### src/rtl/uer_pkg.sv
// Shared widths and constants for the ultrasonic echo ranger.
package uer_pkg;

  localparam int CAPTURE_BITS = 16;
  localparam int ECHO_W       = 16;
  localparam int DIST_W       = 16;
  localparam int Q4_BITS      = 4;
  localparam int RATE_W       = 12;

  // Serial divider: dividend is the echo width scaled by 16, divisor the Q8.4 rate.
  localparam int DIV_DVD_W    = ECHO_W + Q4_BITS;
  localparam int DIV_DSR_W    = RATE_W;
  localparam int DIV_CNT_W    = $clog2(DIV_DVD_W);

  localparam logic [DIST_W-1:0] SAT16 = {DIST_W{1'b1}};

  typedef logic [DIV_DVD_W-1:0] div_dvd_t;
  typedef logic [DIV_DSR_W-1:0] div_dsr_t;
  typedef logic [DIST_W-1:0]    dist_t;

endpackage

### src/rtl/ultrasonic_echo_ranger.sv
// Ultrasonic echo ranger top level: edge machine, tick sequencer, median filter.
//
// Input channel (in_valid / in_stall) takes one event per transfer: a control
// tick (in_req_type 0) or an echo capture (in_req_type 1) with the timer value
// and pin level. Every event gives exactly one result on the output channel
// (out_valid / out_stall), held in an output register.
// A capture event goes from transfer straight to S_OUT. A tick passes through
// S_POST, and through S_DIV and S_STORE before it when a measured echo waits
// for conversion: the centimetre conversion runs through a bit-serial divider
// at one quotient bit per cycle over 20 bits. One event is in work at a time;
// in_stall is high while it is. The next event is taken while a result still
// sits in the output register; it waits there only if that register is still full.
// The configuration port (cfg_valid / cfg_ready / cfg_index / cfg_data) is
// always ready; writes belong between events.
// Synchronous active-low reset loads the register defaults, idles the edge
// machine, marks the reading stale and empties the output register.
// While the receiver stalls, the result holds steady on the output ports.
module ultrasonic_echo_ranger (
  input  logic                              clk,
  input  logic                              rst_n,
  input  logic                              in_valid,
  output logic                              in_stall,
  input  logic                              in_req_type,
  input  logic [uer_pkg::CAPTURE_BITS-1:0]  in_capture_value,
  input  logic                              in_echo_level,
  output logic                              out_valid,
  input  logic                              out_stall,
  output logic                              out_fire_trigger,
  output logic [uer_pkg::DIST_W-1:0]        out_distance_cm,
  output logic                              out_reading_valid,
  output logic                              out_obstacle_ahead,
  output logic [uer_pkg::ECHO_W-1:0]        out_last_echo_us,
  output logic [31:0]                       out_echo_total,
  input  logic                              cfg_valid,
  output logic                              cfg_ready,
  input  logic [2:0]                        cfg_index,
  input  logic [15:0]                       cfg_data
);
  import uer_pkg::*;

  localparam logic [2:0] CFG_US_PER_CM = 3'd0;
  localparam logic [2:0] CFG_MIN_RANGE = 3'd1;
  localparam logic [2:0] CFG_MAX_RANGE = 3'd2;
  localparam logic [2:0] CFG_TIMEOUT   = 3'd3;
  localparam logic [2:0] CFG_STALE     = 3'd4;
  localparam logic [2:0] CFG_PERIOD    = 3'd5;
  localparam logic [2:0] CFG_STOP      = 3'd6;

  localparam logic [1:0] MED_LAST = 2'd2;
  localparam logic [1:0] MED_FULL = 2'd3;

  typedef enum logic [2:0] {S_IDLE, S_DIV, S_STORE, S_POST, S_OUT} state_t;
  typedef enum logic [1:0] {PH_IDLE, PH_WAIT_RISE, PH_WAIT_FALL} phase_t;

  function automatic dist_t med3(input dist_t a, input dist_t b, input dist_t c);
    dist_t lo, hi, mid;
    lo  = (a > b) ? b : a;
    hi  = (a > b) ? a : b;
    mid = (hi > c) ? c : hi;
    mid = (lo > mid) ? lo : mid;
    return mid;
  endfunction

  // configuration
  logic [RATE_W-1:0] rate_r;
  dist_t             min_r, max_r, stop_r;
  logic [15:0]       timeout_r, stale_r, period_r;

  // sequencer and ranging state
  state_t                  state_r, state_nxt;
  phase_t                  phase_r, phase_nxt;
  logic [CAPTURE_BITS-1:0] rise_r, rise_nxt;
  logic [ECHO_W-1:0]       width_r, width_nxt;
  logic [31:0]             count_r, count_nxt;
  logic                    pend_r, pend_nxt;
  dist_t                   med_r [3];
  dist_t                   med_nxt [3];
  logic [1:0]              store_idx_r, store_idx_nxt;
  logic [1:0]              store_fill_r, store_fill_nxt;
  dist_t                   held_r, held_nxt;
  logic                    present_r, present_nxt;
  logic [15:0]             tst_r, tst_nxt;
  logic [15:0]             tsr_r, tsr_nxt;
  logic                    fire_r, fire_nxt;
  dist_t                   cm_r, cm_nxt;

  // output register
  logic                    out_valid_r, out_valid_nxt;
  logic                    o_fire_r, o_valid_rd_r, o_obst_r;
  dist_t                   o_dist_r;
  logic [ECHO_W-1:0]       o_echo_r;
  logic [31:0]             o_total_r;
  logic                    out_load;

  logic                    in_xfer;
  logic                    div_start, div_done;
  dist_t                   div_q;
  logic [CAPTURE_BITS-1:0] cap_diff;
  dist_t                   cand [3];
  logic [1:0]              fill_inc;
  phase_t                  phase_to;

  assign in_stall  = (state_r != S_IDLE);
  assign in_xfer   = in_valid && !in_stall;
  assign div_start = in_xfer && !in_req_type && pend_r;
  assign cap_diff  = in_capture_value - rise_r;
  assign cfg_ready = 1'b1;
  assign out_load  = (state_r == S_OUT) && (!out_valid_r || !out_stall);

  uer_div u_div (
    .clk      (clk),
    .rst_n    (rst_n),
    .start    (div_start),
    .dividend ({width_r, {Q4_BITS{1'b0}}}),
    .divisor  (rate_r),
    .done     (div_done),
    .quotient (div_q)
  );

  // median candidates with the new sample in its slot
  always_comb begin
    for (int i = 0; i < 3; i++) begin
      cand[i] = (store_idx_r == 2'(i)) ? cm_r : med_r[i];
    end
  end

  assign fill_inc = (store_fill_r == MED_FULL) ? store_fill_r : store_fill_r + 2'd1;
  assign phase_to = (phase_r != PH_IDLE && tst_r >= timeout_r) ? PH_IDLE : phase_r;

  always_comb begin
    state_nxt      = state_r;
    phase_nxt      = phase_r;
    rise_nxt       = rise_r;
    width_nxt      = width_r;
    count_nxt      = count_r;
    pend_nxt       = pend_r;
    med_nxt        = med_r;
    store_idx_nxt  = store_idx_r;
    store_fill_nxt = store_fill_r;
    held_nxt       = held_r;
    present_nxt    = present_r;
    tst_nxt        = tst_r;
    tsr_nxt        = tsr_r;
    fire_nxt       = fire_r;
    cm_nxt         = cm_r;
    out_valid_nxt  = out_valid_r && out_stall;

    case (state_r)
      S_IDLE: begin
        if (in_xfer) begin
          fire_nxt = 1'b0;
          if (!in_req_type) begin
            if (tst_r != 16'hFFFF) tst_nxt = tst_r + 16'd1;
            if (tsr_r != 16'hFFFF) tsr_nxt = tsr_r + 16'd1;
            if (pend_r) begin
              pend_nxt  = 1'b0;
              state_nxt = S_DIV;
            end else begin
              state_nxt = S_POST;
            end
          end else begin
            if (in_echo_level) begin
              if (phase_r == PH_WAIT_RISE) begin
                rise_nxt  = in_capture_value;
                phase_nxt = PH_WAIT_FALL;
              end
            end else if (phase_r == PH_WAIT_FALL) begin
              width_nxt = ECHO_W'(cap_diff);
              pend_nxt  = 1'b1;
              count_nxt = count_r + 32'd1;
              phase_nxt = PH_IDLE;
            end
            state_nxt = S_OUT;
          end
        end
      end
      S_DIV: begin
        if (div_done) begin
          cm_nxt    = div_q;
          state_nxt = S_STORE;
        end
      end
      S_STORE: begin
        if (cm_r >= min_r && cm_r <= max_r) begin
          med_nxt[store_idx_r] = cm_r;
          store_idx_nxt  = (store_idx_r == MED_LAST) ? 2'd0 : store_idx_r + 2'd1;
          store_fill_nxt = fill_inc;
          held_nxt       = (fill_inc == MED_FULL) ? med3(cand[0], cand[1], cand[2]) : cm_r;
          present_nxt    = 1'b1;
          tsr_nxt        = '0;
        end
        state_nxt = S_POST;
      end
      S_POST: begin
        phase_nxt = phase_to;
        if (tsr_r >= stale_r) begin
          present_nxt    = 1'b0;
          held_nxt       = '0;
          store_fill_nxt = '0;
          store_idx_nxt  = '0;
        end
        if (phase_to == PH_IDLE && tst_r >= period_r) begin
          tst_nxt   = '0;
          phase_nxt = PH_WAIT_RISE;
          fire_nxt  = 1'b1;
        end
        state_nxt = S_OUT;
      end
      S_OUT: begin
        if (out_load) begin
          out_valid_nxt = 1'b1;
          state_nxt     = S_IDLE;
        end
      end
      default: state_nxt = S_IDLE;
    endcase
  end

  always_ff @(posedge clk) begin
    med_r <= med_nxt;
    cm_r  <= cm_nxt;
    if (out_load) begin
      o_fire_r     <= fire_r;
      o_dist_r     <= present_r ? held_r : '0;
      o_valid_rd_r <= present_r;
      o_obst_r     <= !present_r || (held_r <= stop_r);
      o_echo_r     <= width_r;
      o_total_r    <= count_r;
    end
    if (!rst_n) begin
      rate_r       <= RATE_W'(928);
      min_r        <= 16'd2;
      max_r        <= 16'd400;
      timeout_r    <= 16'd3;
      stale_r      <= 16'd50;
      period_r     <= 16'd6;
      stop_r       <= 16'd20;
      state_r      <= S_IDLE;
      phase_r      <= PH_IDLE;
      rise_r       <= '0;
      width_r      <= '0;
      count_r      <= '0;
      pend_r       <= 1'b0;
      store_idx_r  <= '0;
      store_fill_r <= '0;
      held_r       <= '0;
      present_r    <= 1'b0;
      tst_r        <= '0;
      tsr_r        <= 16'hFFFF;
      fire_r       <= 1'b0;
      out_valid_r  <= 1'b0;
    end else begin
      state_r      <= state_nxt;
      phase_r      <= phase_nxt;
      rise_r       <= rise_nxt;
      width_r      <= width_nxt;
      count_r      <= count_nxt;
      pend_r       <= pend_nxt;
      store_idx_r  <= store_idx_nxt;
      store_fill_r <= store_fill_nxt;
      held_r       <= held_nxt;
      present_r    <= present_nxt;
      tst_r        <= tst_nxt;
      tsr_r        <= tsr_nxt;
      fire_r       <= fire_nxt;
      out_valid_r  <= out_valid_nxt;
      if (cfg_valid && cfg_ready) begin
        case (cfg_index)
          CFG_US_PER_CM: rate_r    <= cfg_data[RATE_W-1:0];
          CFG_MIN_RANGE: min_r     <= cfg_data;
          CFG_MAX_RANGE: max_r     <= cfg_data;
          CFG_TIMEOUT:   timeout_r <= cfg_data;
          CFG_STALE:     stale_r   <= cfg_data;
          CFG_PERIOD:    period_r  <= cfg_data;
          CFG_STOP:      stop_r    <= cfg_data;
          default: ;
        endcase
      end
    end
  end

  assign out_valid          = out_valid_r;
  assign out_fire_trigger   = o_fire_r;
  assign out_distance_cm    = o_dist_r;
  assign out_reading_valid  = o_valid_rd_r;
  assign out_obstacle_ahead = o_obst_r;
  assign out_last_echo_us   = o_echo_r;
  assign out_echo_total     = o_total_r;

`ifndef SYNTHESIS
  a_idx_range: assert property (@(posedge clk) disable iff (!rst_n)
    store_idx_r != MED_FULL)
    else $error("median store index out of range");

  a_no_reading: assert property (@(posedge clk) disable iff (!rst_n)
    (out_valid && !out_reading_valid) |-> (out_distance_cm == '0 && out_obstacle_ahead))
    else $error("no-reading result carries a distance or clears obstacle");

  a_div_done: assert property (@(posedge clk) disable iff (!rst_n)
    div_done |-> (state_r == S_DIV))
    else $error("divider finished outside the conversion state");

  a_fire_restart: assert property (@(posedge clk) disable iff (!rst_n)
    (state_r == S_POST && fire_nxt) |=> (tst_r == '0 && phase_r == PH_WAIT_RISE))
    else $error("ping request did not restart trigger timing");
`endif

endmodule

### src/rtl/uer_div.sv
// Bit-serial restoring divider, one quotient bit per cycle, saturating 16-bit quotient.
module uer_div (
  input  logic            clk,
  input  logic            rst_n,
  input  logic            start,
  input  uer_pkg::div_dvd_t dividend,
  input  uer_pkg::div_dsr_t divisor,
  output logic            done,
  output uer_pkg::dist_t  quotient
);
  import uer_pkg::*;

  logic [DIV_DSR_W-1:0] rem_r, rem_nxt;
  logic [DIV_DVD_W-1:0] shq_r, shq_nxt;
  logic [DIV_DSR_W-1:0] dsr_r, dsr_nxt;
  logic [DIV_CNT_W-1:0] cnt_r, cnt_nxt;
  logic                 busy_r, busy_nxt;
  logic                 done_r, done_nxt;
  logic [DIV_DSR_W:0]   trial;
  logic [DIV_DSR_W:0]   diff;
  logic                 ge;

  // Shift the next dividend bit into the partial remainder and try a subtract.
  assign trial = {rem_r, shq_r[DIV_DVD_W-1]};
  assign diff  = trial - {1'b0, dsr_r};
  assign ge    = (trial >= {1'b0, dsr_r});

  always_comb begin
    rem_nxt  = rem_r;
    shq_nxt  = shq_r;
    dsr_nxt  = dsr_r;
    cnt_nxt  = cnt_r;
    busy_nxt = busy_r;
    done_nxt = 1'b0;
    if (start) begin
      rem_nxt  = '0;
      shq_nxt  = dividend;
      dsr_nxt  = divisor;
      cnt_nxt  = DIV_CNT_W'(DIV_DVD_W - 1);
      busy_nxt = 1'b1;
    end else if (busy_r) begin
      rem_nxt = ge ? diff[DIV_DSR_W-1:0] : trial[DIV_DSR_W-1:0];
      shq_nxt = {shq_r[DIV_DVD_W-2:0], ge};
      cnt_nxt = cnt_r - DIV_CNT_W'(1);
      if (cnt_r == '0) begin
        busy_nxt = 1'b0;
        done_nxt = 1'b1;
      end
    end
  end

  always_ff @(posedge clk) begin
    rem_r <= rem_nxt;
    shq_r <= shq_nxt;
    dsr_r <= dsr_nxt;
    cnt_r <= cnt_nxt;
    if (!rst_n) begin
      busy_r <= 1'b0;
      done_r <= 1'b0;
    end else begin
      busy_r <= busy_nxt;
      done_r <= done_nxt;
    end
  end

  // A zero divisor yields all ones, which saturates as required.
  assign done     = done_r;
  assign quotient = (|shq_r[DIV_DVD_W-1:DIST_W]) ? SAT16 : shq_r[DIST_W-1:0];

endmodule
### config.mk
export PLATFORM = sky130hd
export DESIGN_NAME = ultrasonic_echo_ranger
export DESIGN_NICKNAME = d
export VERILOG_FILES = /design/src/rtl/uer_pkg.sv /design/src/rtl/ultrasonic_echo_ranger.sv /design/src/rtl/uer_div.sv
export SDC_FILE = /design/constraint.sdc
export NUM_CORES = 1
export LEC_CHECK = 0
export ABC_AREA = 1
export BUFFER_PORTS_ARGS = -buffer_cell sky130_fd_sc_hd__buf_2
export CAP_MARGIN = 20
export CORE_ASPECT_RATIO = 0.5
export CORE_MARGIN = 2
export CORE_UTILIZATION = 60
export CTS_BUF_LIST = sky130_fd_sc_hd__clkbuf_4 sky130_fd_sc_hd__clkbuf_8 sky130_fd_sc_hd__clkbuf_16
export CTS_CLUSTER_SIZE = 16
export DETAILED_ROUTE_END_ITERATION = 8
export PLACE_DENSITY_LB_ADDON = 0.25
export SETUP_SLACK_MARGIN = 0.2
export SLEW_MARGIN = 5
export SYNTH_ARGS = -nofsm -noshare
export SYNTH_HDL_FRONTEND = slang
export SYNTH_SLANG_ARGS = --single-unit
### constraint.sdc
create_clock -name clk -period 10.66 [get_ports clk]
set_clock_uncertainty 0.1 [all_clocks]
set_input_delay 0.533 -clock clk [delete_from_list [all_inputs] [get_ports clk]]
set_output_delay 0.533 -clock clk [all_outputs]
set_load 0.03 [all_outputs]
After elaboration in Yosys (flattened, before gate mapping)
Index checks and enable logic that the tools add are counted.
{"block": "totals", "latchBits": 0, "mem_bits_rw": 0, "romBits": 0, "wordCells": 204, "memories": 0, "regBits": 415}
{"block": "classes", "n_div": 0, "eq_ne": 32, "multipliers": 0, "shift": 0, "magnitude_cmp": 12, "n_bitwise": 4, "n_reduce_logical": 47, "n_addsub": 8, "n_mux": 63}
{"cell": "$mux 16", "n": 19}
{"cell": "$pmux 16 s2", "n": 3}
{"cell": "$ge 16x16->1", "n": 4}
{"cell": "$bwmux 48", "n": 1}
{"cell": "$gt 16x16->1", "n": 3}
{"cell": "$mux 20", "n": 2}
{"cell": "$add 16x1->16 const B", "n": 2}
{"cell": "$add 32x1->32 const B", "n": 1}
{"cell": "$demux 16 s2", "n": 1}
{"cell": "$le 16x16->1", "n": 2}
{"cell": "$ne 16x16->1 const B", "n": 2}
{"cell": "$mux 2", "n": 13}
{"cell": "$reduce_and 5->1", "n": 5}
{"cell": "$ne 2x2->1 const B", "n": 10}
{"cell": "$reduce_and 2->1", "n": 9}
{"cell": "$sub 16x16->16", "n": 1}
{"cell": "$pmux 3 s5", "n": 1}
{"cell": "$ge 13x12->1", "n": 1}
{"cell": "$mux 1", "n": 13}
{"cell": "$eq 3x2->1 const B", "n": 4}
{"cell": "$eq 3x3->1 const B", "n": 4}
{"cell": "$mux 12", "n": 1}
{"cell": "$mux 3", "n": 4}
{"cell": "$pmux 2 s2", "n": 3}
{"cell": "other kinds (25)", "n": 57}

Longest topological paths before layout
Gate-level depths: netlist of the first run.
{"block": "depth", "depth_word": 11, "depth_mapped": 51, "mapped_depth_nobuf": 47}

By module
A second synthesis of the first run with hierarchy kept.
{"block": "hier_totals", "hier_cells": 2876, "hier_area_um2": 22554.1}
{"module": "ultrasonic_echo_ranger", "instances": 1, "cells_each": 2489, "area_per_inst_um2": 19600.0}
{"module": "uer_div", "instances": 1, "cells_each": 387, "area_per_inst_um2": 2954.1}

Least setup slack after synthesis of the first run
OpenSTA, ideal clock, no wires.
{"block": "synth_path", "path_kind": "flip-flop to flip-flop", "startpoint": "register store_idx_r[0]", "endpoint": "register held_r[10]", "setup_ns": 0.132, "synth_period_minus_slack_ns": 5.323, "stages_incl_launch_ff": 42, "n_path_buf": 4, "arrival_time_ns": 5.091, "setup_slack_ns": 5.337, "path_cell_list": "dfxtp_1 > inv_1 > nor2_2 > inv_1 > buf_2 > o21ai_0 > inv_1 > ha_1 > nand4_1 > nor3_1 > nand2_1 > nand2_1 > nand2_1 > buf_2 > nand2_1 > nand2_1 > ha_1 > nand2_1 > [6 not listed] > nand2_1 > and2_1 > ha_1 > inv_1 > nand2_1 > nand2_1 > nand2_1 > nand2_1 > nand2_1 > nand2_1 > nand2_1 > a21oi_2 > inv_1 > clkbuf_1 > nand3_1 > nand2_1 > nand2_1 > a21oi_1"}
{"block": "synth_via", "elab_chain_len": 11}
{"element": "start, declared", "line": "ultrasonic_echo_ranger.sv:78", "rtl": "logic [1:0] store_idx_r, store_idx_nxt;"}
{"element": "start signal, assigned", "line": "ultrasonic_echo_ranger.sv:259", "rtl": "store_idx_r <= store_idx_nxt;"}
{"element": "$eq 2x1->1 or $logic_not 2->1 (tied branches)", "line": "ultrasonic_echo_ranger.sv:123", "rtl": "cand[i] = (store_idx_r == 2'(i)) ? cm_r : med_r[i];"}
{"element": "$mux 16", "line": "ultrasonic_echo_ranger.sv:123"}
{"element": "$gt 16x16->1", "line": "ultrasonic_echo_ranger.sv:57, ultrasonic_echo_ranger.sv:58"}
{"element": "$mux 16", "line": "ultrasonic_echo_ranger.sv:58", "rtl": "hi = (a > b) ? a : b;"}
{"element": "$gt 16x16->1", "line": "ultrasonic_echo_ranger.sv:59", "rtl": "mid = (hi > c) ? c : hi;"}
{"element": "$mux 16", "line": "ultrasonic_echo_ranger.sv:59"}
{"element": "$gt 16x16->1", "line": "ultrasonic_echo_ranger.sv:60", "rtl": "mid = (lo > mid) ? lo : mid;"}
{"element": "$mux 16 (*)", "line": "ultrasonic_echo_ranger.sv:60"}
{"element": "$mux 16 (*)", "line": "ultrasonic_echo_ranger.sv:188", "rtl": "held_nxt = (fill_inc == MED_FULL) ? med3(cand[0], cand[1], cand[2]) : cm_r;"}
{"element": "$mux 16 (*)", "line": "ultrasonic_echo_ranger.sv:184", "rtl": "if (cm_r >= min_r && cm_r <= max_r) begin"}
{"element": "$pmux 16 s2 (*)", "line": "ultrasonic_echo_ranger.sv:148", "rtl": "case (state_r)"}
{"element": "end signal, assigned", "line": "ultrasonic_echo_ranger.sv:261", "rtl": "held_r <= held_nxt;"}
{"element": "end, declared", "line": "ultrasonic_echo_ranger.sv:80", "rtl": "dist_t held_r, held_nxt;"}
Mark *: on every way between the ends. The rest lies on a longest branch, timed or not. The select of a mux whose other input is x is not followed.
A chain may end at the register's enable or synchronous reset.

Worst setup path after layout of the first run
{"block": "layout_path", "startpoint": "register store_idx_r[0]", "endpoint": "register held_r[1]"}
The elaborated chain is that of the path after synthesis.

==> impl_metrics.py, run 1 <==
metrics = {
    "status": {
        "status": "finished, final reports clean",
    },
    "setup_path": {
        "rr_endpoint": "held_r[1]",
        "rr_worst_depth": 36,
        "cp_common_cell": "nand2_1",
        "path_class": "flip-flop to flip-flop",
        "cp.required_ns": 10.96,
        "cp-endpoint": "held_r[1]",
        "cpPeakStageDelay_ns": 0.94,
        "crit_path_end_kind": "flip-flop",
        "crit_path_start": "store_idx_r[0]",
        "crit_path_start_kind": "flip-flop",
        "critPathMaxFanout": 33,
        "rrSetupSlack_ns": 1.65,
        "critPathSlowestCell": "nand2_1",
        "arrival_ns": 9.31,
        "rr_startpoint": "store_idx_r[0]",
    },
    "sta": {
        "fin_crit_sh_pct": 84.5,
        "slew_violations": 0,
        "rsz0062_at_grt": "no",
        "relSlewSlack_pct": 30.1,
        "fin_hold_ws_ns": 0.144,
        "setup_viol": 0,
        "fin_crit_ns": 9.01,
        "max_freq_mhz": 111,
        "hold_violations": 0,
        "worst_pin_slew_ns": 1.05,
        "setup_tns_ns": 0,
    },
    "logic_synthesis": {
        "synth_edf_count": 159,
        "ys_seq_area_share_pct": 44.1,
        "syn_inst": 2832,
        "ys_types": 60,
        "syn-num-nets": 3051,
        "ys_warn_count": 0,
        "syn_area_per_cell_um2": 7.92,
        "ys_ff_latch": 415,
        "synth_top_flop_cell": "dfxtp_1",
        "synthArstFlopShare_pct": 0,
        "syn_area_um2": 22400,
    },
    "detailed_routing": {
        "wl_per_cell_um": 17.5,
        "drt_first_iter_violations": 1679,
        "route.detailed.drc": 0,
        "ant_nets": 0,
        "wl_um": 59600,
        "vias": 19115,
        "drt_first_pass_iters": 5,
        "viasPerCell": 5.61,
    },
    "floorplan": {
        "core-area_um2": 36400,
        "io_pins": 112,
        "num_rows": 49,
        "start_util_pct": 61.7,
        "dieArea_um2": 39000,
        "die_h_um": 141,
        "die_x_um": 277,
    },
    "run": {
        "drv_cap": 0,
    },
    "clocking": {
        "cts_buffer_depth": 3,
        "cts_root_buf": "clkbuf_16",
        "cts_resized": 0,
        "insertion_delay_ns": 0.56,
        "htreeDepth": 2,
        "cts_tree": "built",
        "cts.clk_slew.worst_paths_ns": 0.06,
        "post_cts_buffers": 0,
        "cts_sinks": 415,
        "cts_hold_buf": 0,
        "cts_buffers": 38,
    },
    "cells_and_area": {
        "drive_above_1_share_pct": 8.86,
        "final_core_util_pct": 67.5,
        "antenna_cells": 0,
        "area_delta_synth_final_pct": 9.41,
        "final_area_um2": 24500,
        "layout.nets": 3112,
    },
    "global_route": {
        "grt_usage_pct": 30.4,
        "grt_max_degree": 103,
        "grt_pass1_wl_um": 94400,
        "grt_overflow": 0,
        "use_met1_pct": 46.0,
        "use_met2_pct": 45.9,
        "top_usage_layer": "met1",
        "grt_pass1_vias": 17401,
        "antenna_found_initial": 2,
        "grt_use_met3_pct": 5.17,
    },
    "power_and_ir_drop": {
        "p_leak_nw": 10.8,
        "power_mw": 4.59,
        "powerDensity_nw_per_um2": 187,
        "max-vdd-ir-drop_uv": 162,
    },
    "placement": {
        "dpl.hpwl_um": 42700,
        "gp_congestion": 0.984,
        "portBuffers": 110,
        "placed_area_um2": 23200,
    },
    "min_path": {
        "min_path_type": "input pin to flip-flop",
    },
}
-- per-stage QoR --
stage          std cells  setup slack (ns)
2_1_floorplan       2832              5.34
5_1_grt             3406             0.767
4_1_cts             3405              1.87
3_3_place_gp        3336              1.92
6_report            3406              1.65
3_5_place_dp        3336              1.93
-- state kept, by name, summed over array words and instances (netlist names), 20 cells and up --
| register | flops |
|---|---|
| u_div.shq_r | 20 |
| count_r | 32 |
| out_echo_total | 32 |
| med_r | 48 |
-- worst min-delay path by stage --
stage | from | slack, ns | endpoint | cells after the start
after floorplan | rate_r[0] | 0.30 | u_div.dsr_r[0] | 0
after global routing | in_capture_value[0] | 0.15 | rise_r[0] | 3
final | in_capture_value[15] | 0.14 | rise_r[15] | 3
after CTS | in_capture_value[0] | 0.13 | rise_r[0] | 3
after global placement | rate_r[6] | 0.30 | u_div.dsr_r[6] | 0
after detailed placement | rate_r[10] | 0.31 | u_div.dsr_r[10] | 0
-- worst max-delay path, delay by kind of cell (launching register included) --
family	cells	cell delay (ns)
compound gates	3	1.17
flops	1	0.35
simple gates	25	4.99
fa+ha+maj	3	0.69
buf+inv	5	1.55
-- per-layer routing --
layer  up-vias  wire (um)
met5         -          0
met4         0        952
met3        72       4880
met2       688      25000
met1      8826      28700
li1       9529          -
-- cell usage in the layout (no fill, tap or decap), types with 4 or more instances in the layout --
cell / count
a21o_1: 4
a21oi_1: 268
a31oi_1: 6
and2_1: 17
buf_2: 109
buf_4: 10
clkbuf_16: 38
clkbuf_4: 7
clkinv_1: 8
clkinv_2: 7
dfxtp_1: 256
edfxtp_1: 159
ha_1: 175
inv_1: 388
inv_2: 10
mux2i_1: 4
nand2_1: 546
nand2_4: 4
nand3_1: 224
nand4_1: 25
nor2_1: 213
nor2_2: 26
nor3_1: 35
nor3_2: 6
nor4_1: 11
o211ai_1: 22
o21a_1: 7
o21ai_0: 219
o21ai_1: 5
o22ai_1: 8
or2_2: 13
xnor2_1: 15
xor2_1: 25
-- kinds of logic (layout without fill, tap and decap cells) --
kind of cell / Yosys count / count (layout) / share of synthesized area, %
other cells: 1 / 1 / 0.0167
mux: 4 / 4 / 0.179
fa+ha+maj: 177 / 177 / 9.94
flops: 415 / 415 / 44.1
buf+inv: 500 / 590 / 8.64
xor+xnor: 40 / 40 / 1.56
simple gates: 1137 / 1137 / 22.2
compound gates: 558 / 558 / 13.3
-- report_power, final --
group / total (mW) / leakage, nW / internal [mW] / switching (mW)
combinational: 1.28 / 6.60 / 0.424 / 0.855
clock: 1.42 / 0.633 / 0.779 / 0.638
sequential: 1.90 / 3.55 / 1.78 / 0.120
-- synth_stat cells (3+ instances only) --
cell type | count | share of area (%)
o21ai_0 | 219 | 4.9
o21a_1 | 7 | 0.23
nor4_1 | 12 | 0.33
xor2_1 | 25 | 0.98
buf_2 | 16 | 0.36
inv_1 | 389 | 6.5
nand2_1 | 546 | 9.1
nor3_1 | 35 | 0.78
o22ai_1 | 8 | 0.22
buf_6 | 3 | 0.15
nand3_1 | 224 | 5.0
nor2_1 | 213 | 3.6
ha_1 | 175 | 9.8
nor2_2 | 26 | 0.73
dfxtp_1 | 256 | 23
o21ai_1 | 5 | 0.11
a31oi_1 | 6 | 0.17
a21oi_1 | 269 | 6.0
clkbuf_1 | 73 | 1.2
edfxtp_1 | 159 | 21
and2_1 | 17 | 0.47
xnor2_1 | 15 | 0.59
o211ai_1 | 22 | 0.74
nand2_4 | 4 | 0.20
nand3b_1 | 3 | 0.10
nor3_2 | 6 | 0.27
nand4_1 | 25 | 0.70
or2_2 | 13 | 0.36
buf_1 | 5 | 0.084
inv_2 | 9 | 0.15
a21o_1 | 4 | 0.13
mux2i_1 | 4 | 0.18
-- final cells by class --
type	count	area, um^2
sequential	415	9900
clock inverter	21	223
inverter	401	1510
fill	2997	11800
tap	484	606
timing repair buffer	120	648
clock buffer	48	1040
multi-input combinational	1917	10600
No activity file was read; power rests on OpenSTA's default activity.
==> run 2: changes to the inputs <==
Settings changed: ABC_AREA 1 to 0, CORE_UTILIZATION 60 to 56.
Clock period 10.66 ns to 7.32 ns, I/O delays scaled along.
==> impl_metrics.py, run 2 <==
metrics = {
    "status": {
        "status": "finished, final reports clean",
    },
    "setup_path": {
        "rr_endpoint": "held_r[13]",
        "crit_path_start_kind": "flip-flop",
        "crit_path_end_kind": "flip-flop",
        "critPathSlowestCell": "a2111o_1",
        "arrival_ns": 6.95,
        "cpPeakStageDelay_ns": 0.43,
        "cp.depth": 29,
        "cp_top_family": "compound AO/OA/AOI/OAI gates",
        "rr_startpoint": "store_idx_r[1]",
        "cp-endpoint": "held_r[13]",
        "cp.required_ns": 7.62,
        "path_class": "flip-flop to flip-flop",
        "rr_worst_depth": 29,
        "rrSetupSlack_ns": 0.67,
        "crit_path_start": "store_idx_r[1]",
        "path_buf_inv": 6,
        "critPathMaxFanout": 32,
    },
    "power_and_ir_drop": {
        "p_switching_mw": 1.42,
        "seqPwrFrac_pct": 47.6,
        "pwr-share-clk_pct": 39.7,
        "max-vdd-ir-drop_uv": 152,
        "p_int_mw": 3.87,
        "p_leak_nw": 9.72,
        "switching_share_pct": 26.8,
        "powerDensity_nw_per_um2": 218,
        "pwr-share-comb_pct": 12.7,
    },
    "sta": {
        "worst_pin_slew_ns": 1.12,
        "rsz0062_at_grt": "no",
        "hold_violations": 0,
        "fin_crit_ns": 6.65,
        "setup_tns_ns": 0,
        "max_freq_mhz": 150,
        "slew_violations": 0,
        "fin_crit_sh_pct": 90.9,
        "setup_viol": 0,
        "relSlewSlack_pct": 25.1,
    },
    "global_route": {
        "grt_usage_pct": 27.4,
        "grt_pass1_vias": 16136,
        "grt_pass1_wl_um": 86800,
        "grt_overflow": 0,
        "grt_max_degree": 102,
        "antenna_found_initial": 3,
    },
    "placement": {
        "gp_congestion": 0.946,
        "dpl.hpwl_um": 39300,
        "dp_cells": 2886,
        "portBuffers": 110,
    },
    "detailed_routing": {
        "wl_um": 55000,
        "wl_per_cell_um": 18.5,
        "viasPerCell": 5.78,
        "ant_nets": 0,
        "route.detailed.drc": 0,
        "vias": 17197,
        "drt_first_iter_violations": 1411,
        "drt_first_pass_iters": 5,
    },
    "logic_synthesis": {
        "ys_ff_latch": 415,
        "muxShareOfSynthArea_pct": 5.36,
        "synth_top_family_by_area": "simple AND/OR/NAND/NOR gates",
        "ys_warn_count": 0,
        "syn_inst": 2314,
        "synthArstFlopShare_pct": 0,
        "yosysTopAreaCell": "dfxtp_1",
        "synth_fa_ha_area_share_pct": 10.3,
        "synth_edf_count": 159,
        "ys_types": 79,
        "synth.area.top_cells": "dfxtp_1, edfxtp_1, ha_1",
        "syn_area_um2": 21600,
        "syn-num-nets": 2533,
        "synth_common_cells": "nand2_1, dfxtp_1, a21oi_1",
        "syn_area_per_cell_um2": 9.34,
        "synth_compound_area_share_pct": 14.8,
        "synth-xor-area-share_pct": 1.99,
        "ys_seq_area_share_pct": 45.8,
        "yosys.area_share.simple_pct": 16.8,
        "yosysTopAreaCellShare_pct": 23.7,
        "synth_top_flop_cell": "dfxtp_1",
        "yosysMostFrequentCell": "nand2_1",
    },
    "cells_and_area": {
        "final_common_cell": "nand2_1",
        "fill_cells": 3052,
        "drive_above_1_share_pct": 11.0,
        "largest_reg_flops": 48,
        "area_delta_synth_final_pct": 12.4,
        "final_cell_mix": "nand2_1, dfxtp_1, a21oi_1",
        "final-instance-count-excl-fill": 2977,
        "layout.nets": 2645,
        "largest-register": "med_r",
    },
    "floorplan": {
        "die_h_um": 143,
        "start_util_pct": 57.3,
        "core-area_um2": 37700,
        "die_x_um": 282,
        "dieArea_um2": 40300,
        "io_pins": 112,
        "num_rows": 50,
    },
    "clocking": {
        "cts_root_buf": "clkbuf_16",
        "insertion_delay_ns": 0.56,
        "cts_tree": "built",
        "cts_buffer_depth": 3,
        "htreeDepth": 2,
        "cts.clk_slew.worst_paths_ns": 0.08,
        "cts_buffers": 38,
        "cts_sinks": 415,
    },
    "min_path": {
        "min_path_type": "input pin to flip-flop",
    },
    "run": {
        "drv_cap": 0,
    },
}
run 2: kinds of logic (layout without fill, tap and decap cells):
group / Yosys count / after routing
AND/OR/NAND/NOR: 774 / 774
AO/OA/AOI/OAI: 512 / 512
flip-flops: 415 / 415
buffers and inverters: 272 / 413
adder cells (fa/ha/maj): 177 / 177
multiplexers: 114 / 114
XOR/XNOR: 49 / 49
other: 1 / 3
run 2: worst min-delay path by stage:
stage                      start             end  slack (ns)  depth (start not counted)
floorplan              rate_r[0]  u_div.dsr_r[0]        0.31                          0
global placement       rate_r[8]  u_div.dsr_r[8]        0.31                          0
detailed placement     rate_r[8]  u_div.dsr_r[8]        0.32                          0
CTS                 cfg_data[13]   timeout_r[13]       0.004                          3
global route        cfg_data[15]       min_r[15]        0.03                          3
finish              cfg_data[13]   timeout_r[13]        0.03                          3
run 2: layout make-up:
cell class                      count  area, um^2  share of cell area, %
Multi-Input combinational cell   1627       10700                   44.2
Antenna cell                        2        5.00                 0.0206
Clock buffer                       42         987                   4.06
Tap cell                          520         651                   2.68
Sequential cell                   415        9900                   40.8
Inverter                          175         659                   2.71
Clock inverter                     27         303                   1.25
Timing Repair Buffer              169        1050                   4.34
run 2: repair_timing:
| item | 4_1_cts | 5_1_grt |
|---|---|---|
| resized for setup | 0 | 4 |
| endpoints found under the setup margin | 0 | 16 |
| hold endpoints to repair | 16 | 0 |
| setup buffers | 0 | 1 |
| hold buffers | 16 | 0 |
run 2: per-layer routing:
metal  GRT usage (%)  part of all wire (%)
met5               0                 0.024
met4            9.52                   3.2
met3            4.43                   5.6
met2            43.3                    44
met1            38.1                    47
run 2: worst register-to-register path, delay by kind of cell, from the launching register on:
kind,cells,cell delay [ns]
buffers and inverters,6,0.97
DFF,1,0.35
and+or+nand+nor,5,0.68
muxes,3,0.95
adders and majority gates,3,0.90
AOI/OAI and AO/OA,12,2.55
run 2: power groups by stage:
stage / Sequential [mW] / Clock, mW / Combinational, mW
6_report: 2.52 / 2.10 / 0.672
5_1_grt: 2.53 / 2.22 / 0.753
4_1_cts: 2.52 / 2.12 / 0.662
3_5_place_dp: 2.57 / 0 / 0.649
3_3_place_gp: 2.57 / 0 / 0.637
2_1_floorplan: 2.58 / 0 / 0.471
run 2: per-stage QoR:
step	util, %	power, mW	area (um^2)	hold slack (ns)	setup slack, ns
4_1_cts	64.3	5.30	24200	0.00449	0.435
3_3_place_gp	60.4	3.20	22800	0.315	0.629
2_1_floorplan	-	3.05	21600	0.308	0.716
5_1_grt	64.4	5.50	24300	0.0294	0.189
3_5_place_dp	60.4	3.22	22800	0.320	0.496
6_report	64.4	5.29	24300	0.0265	0.667
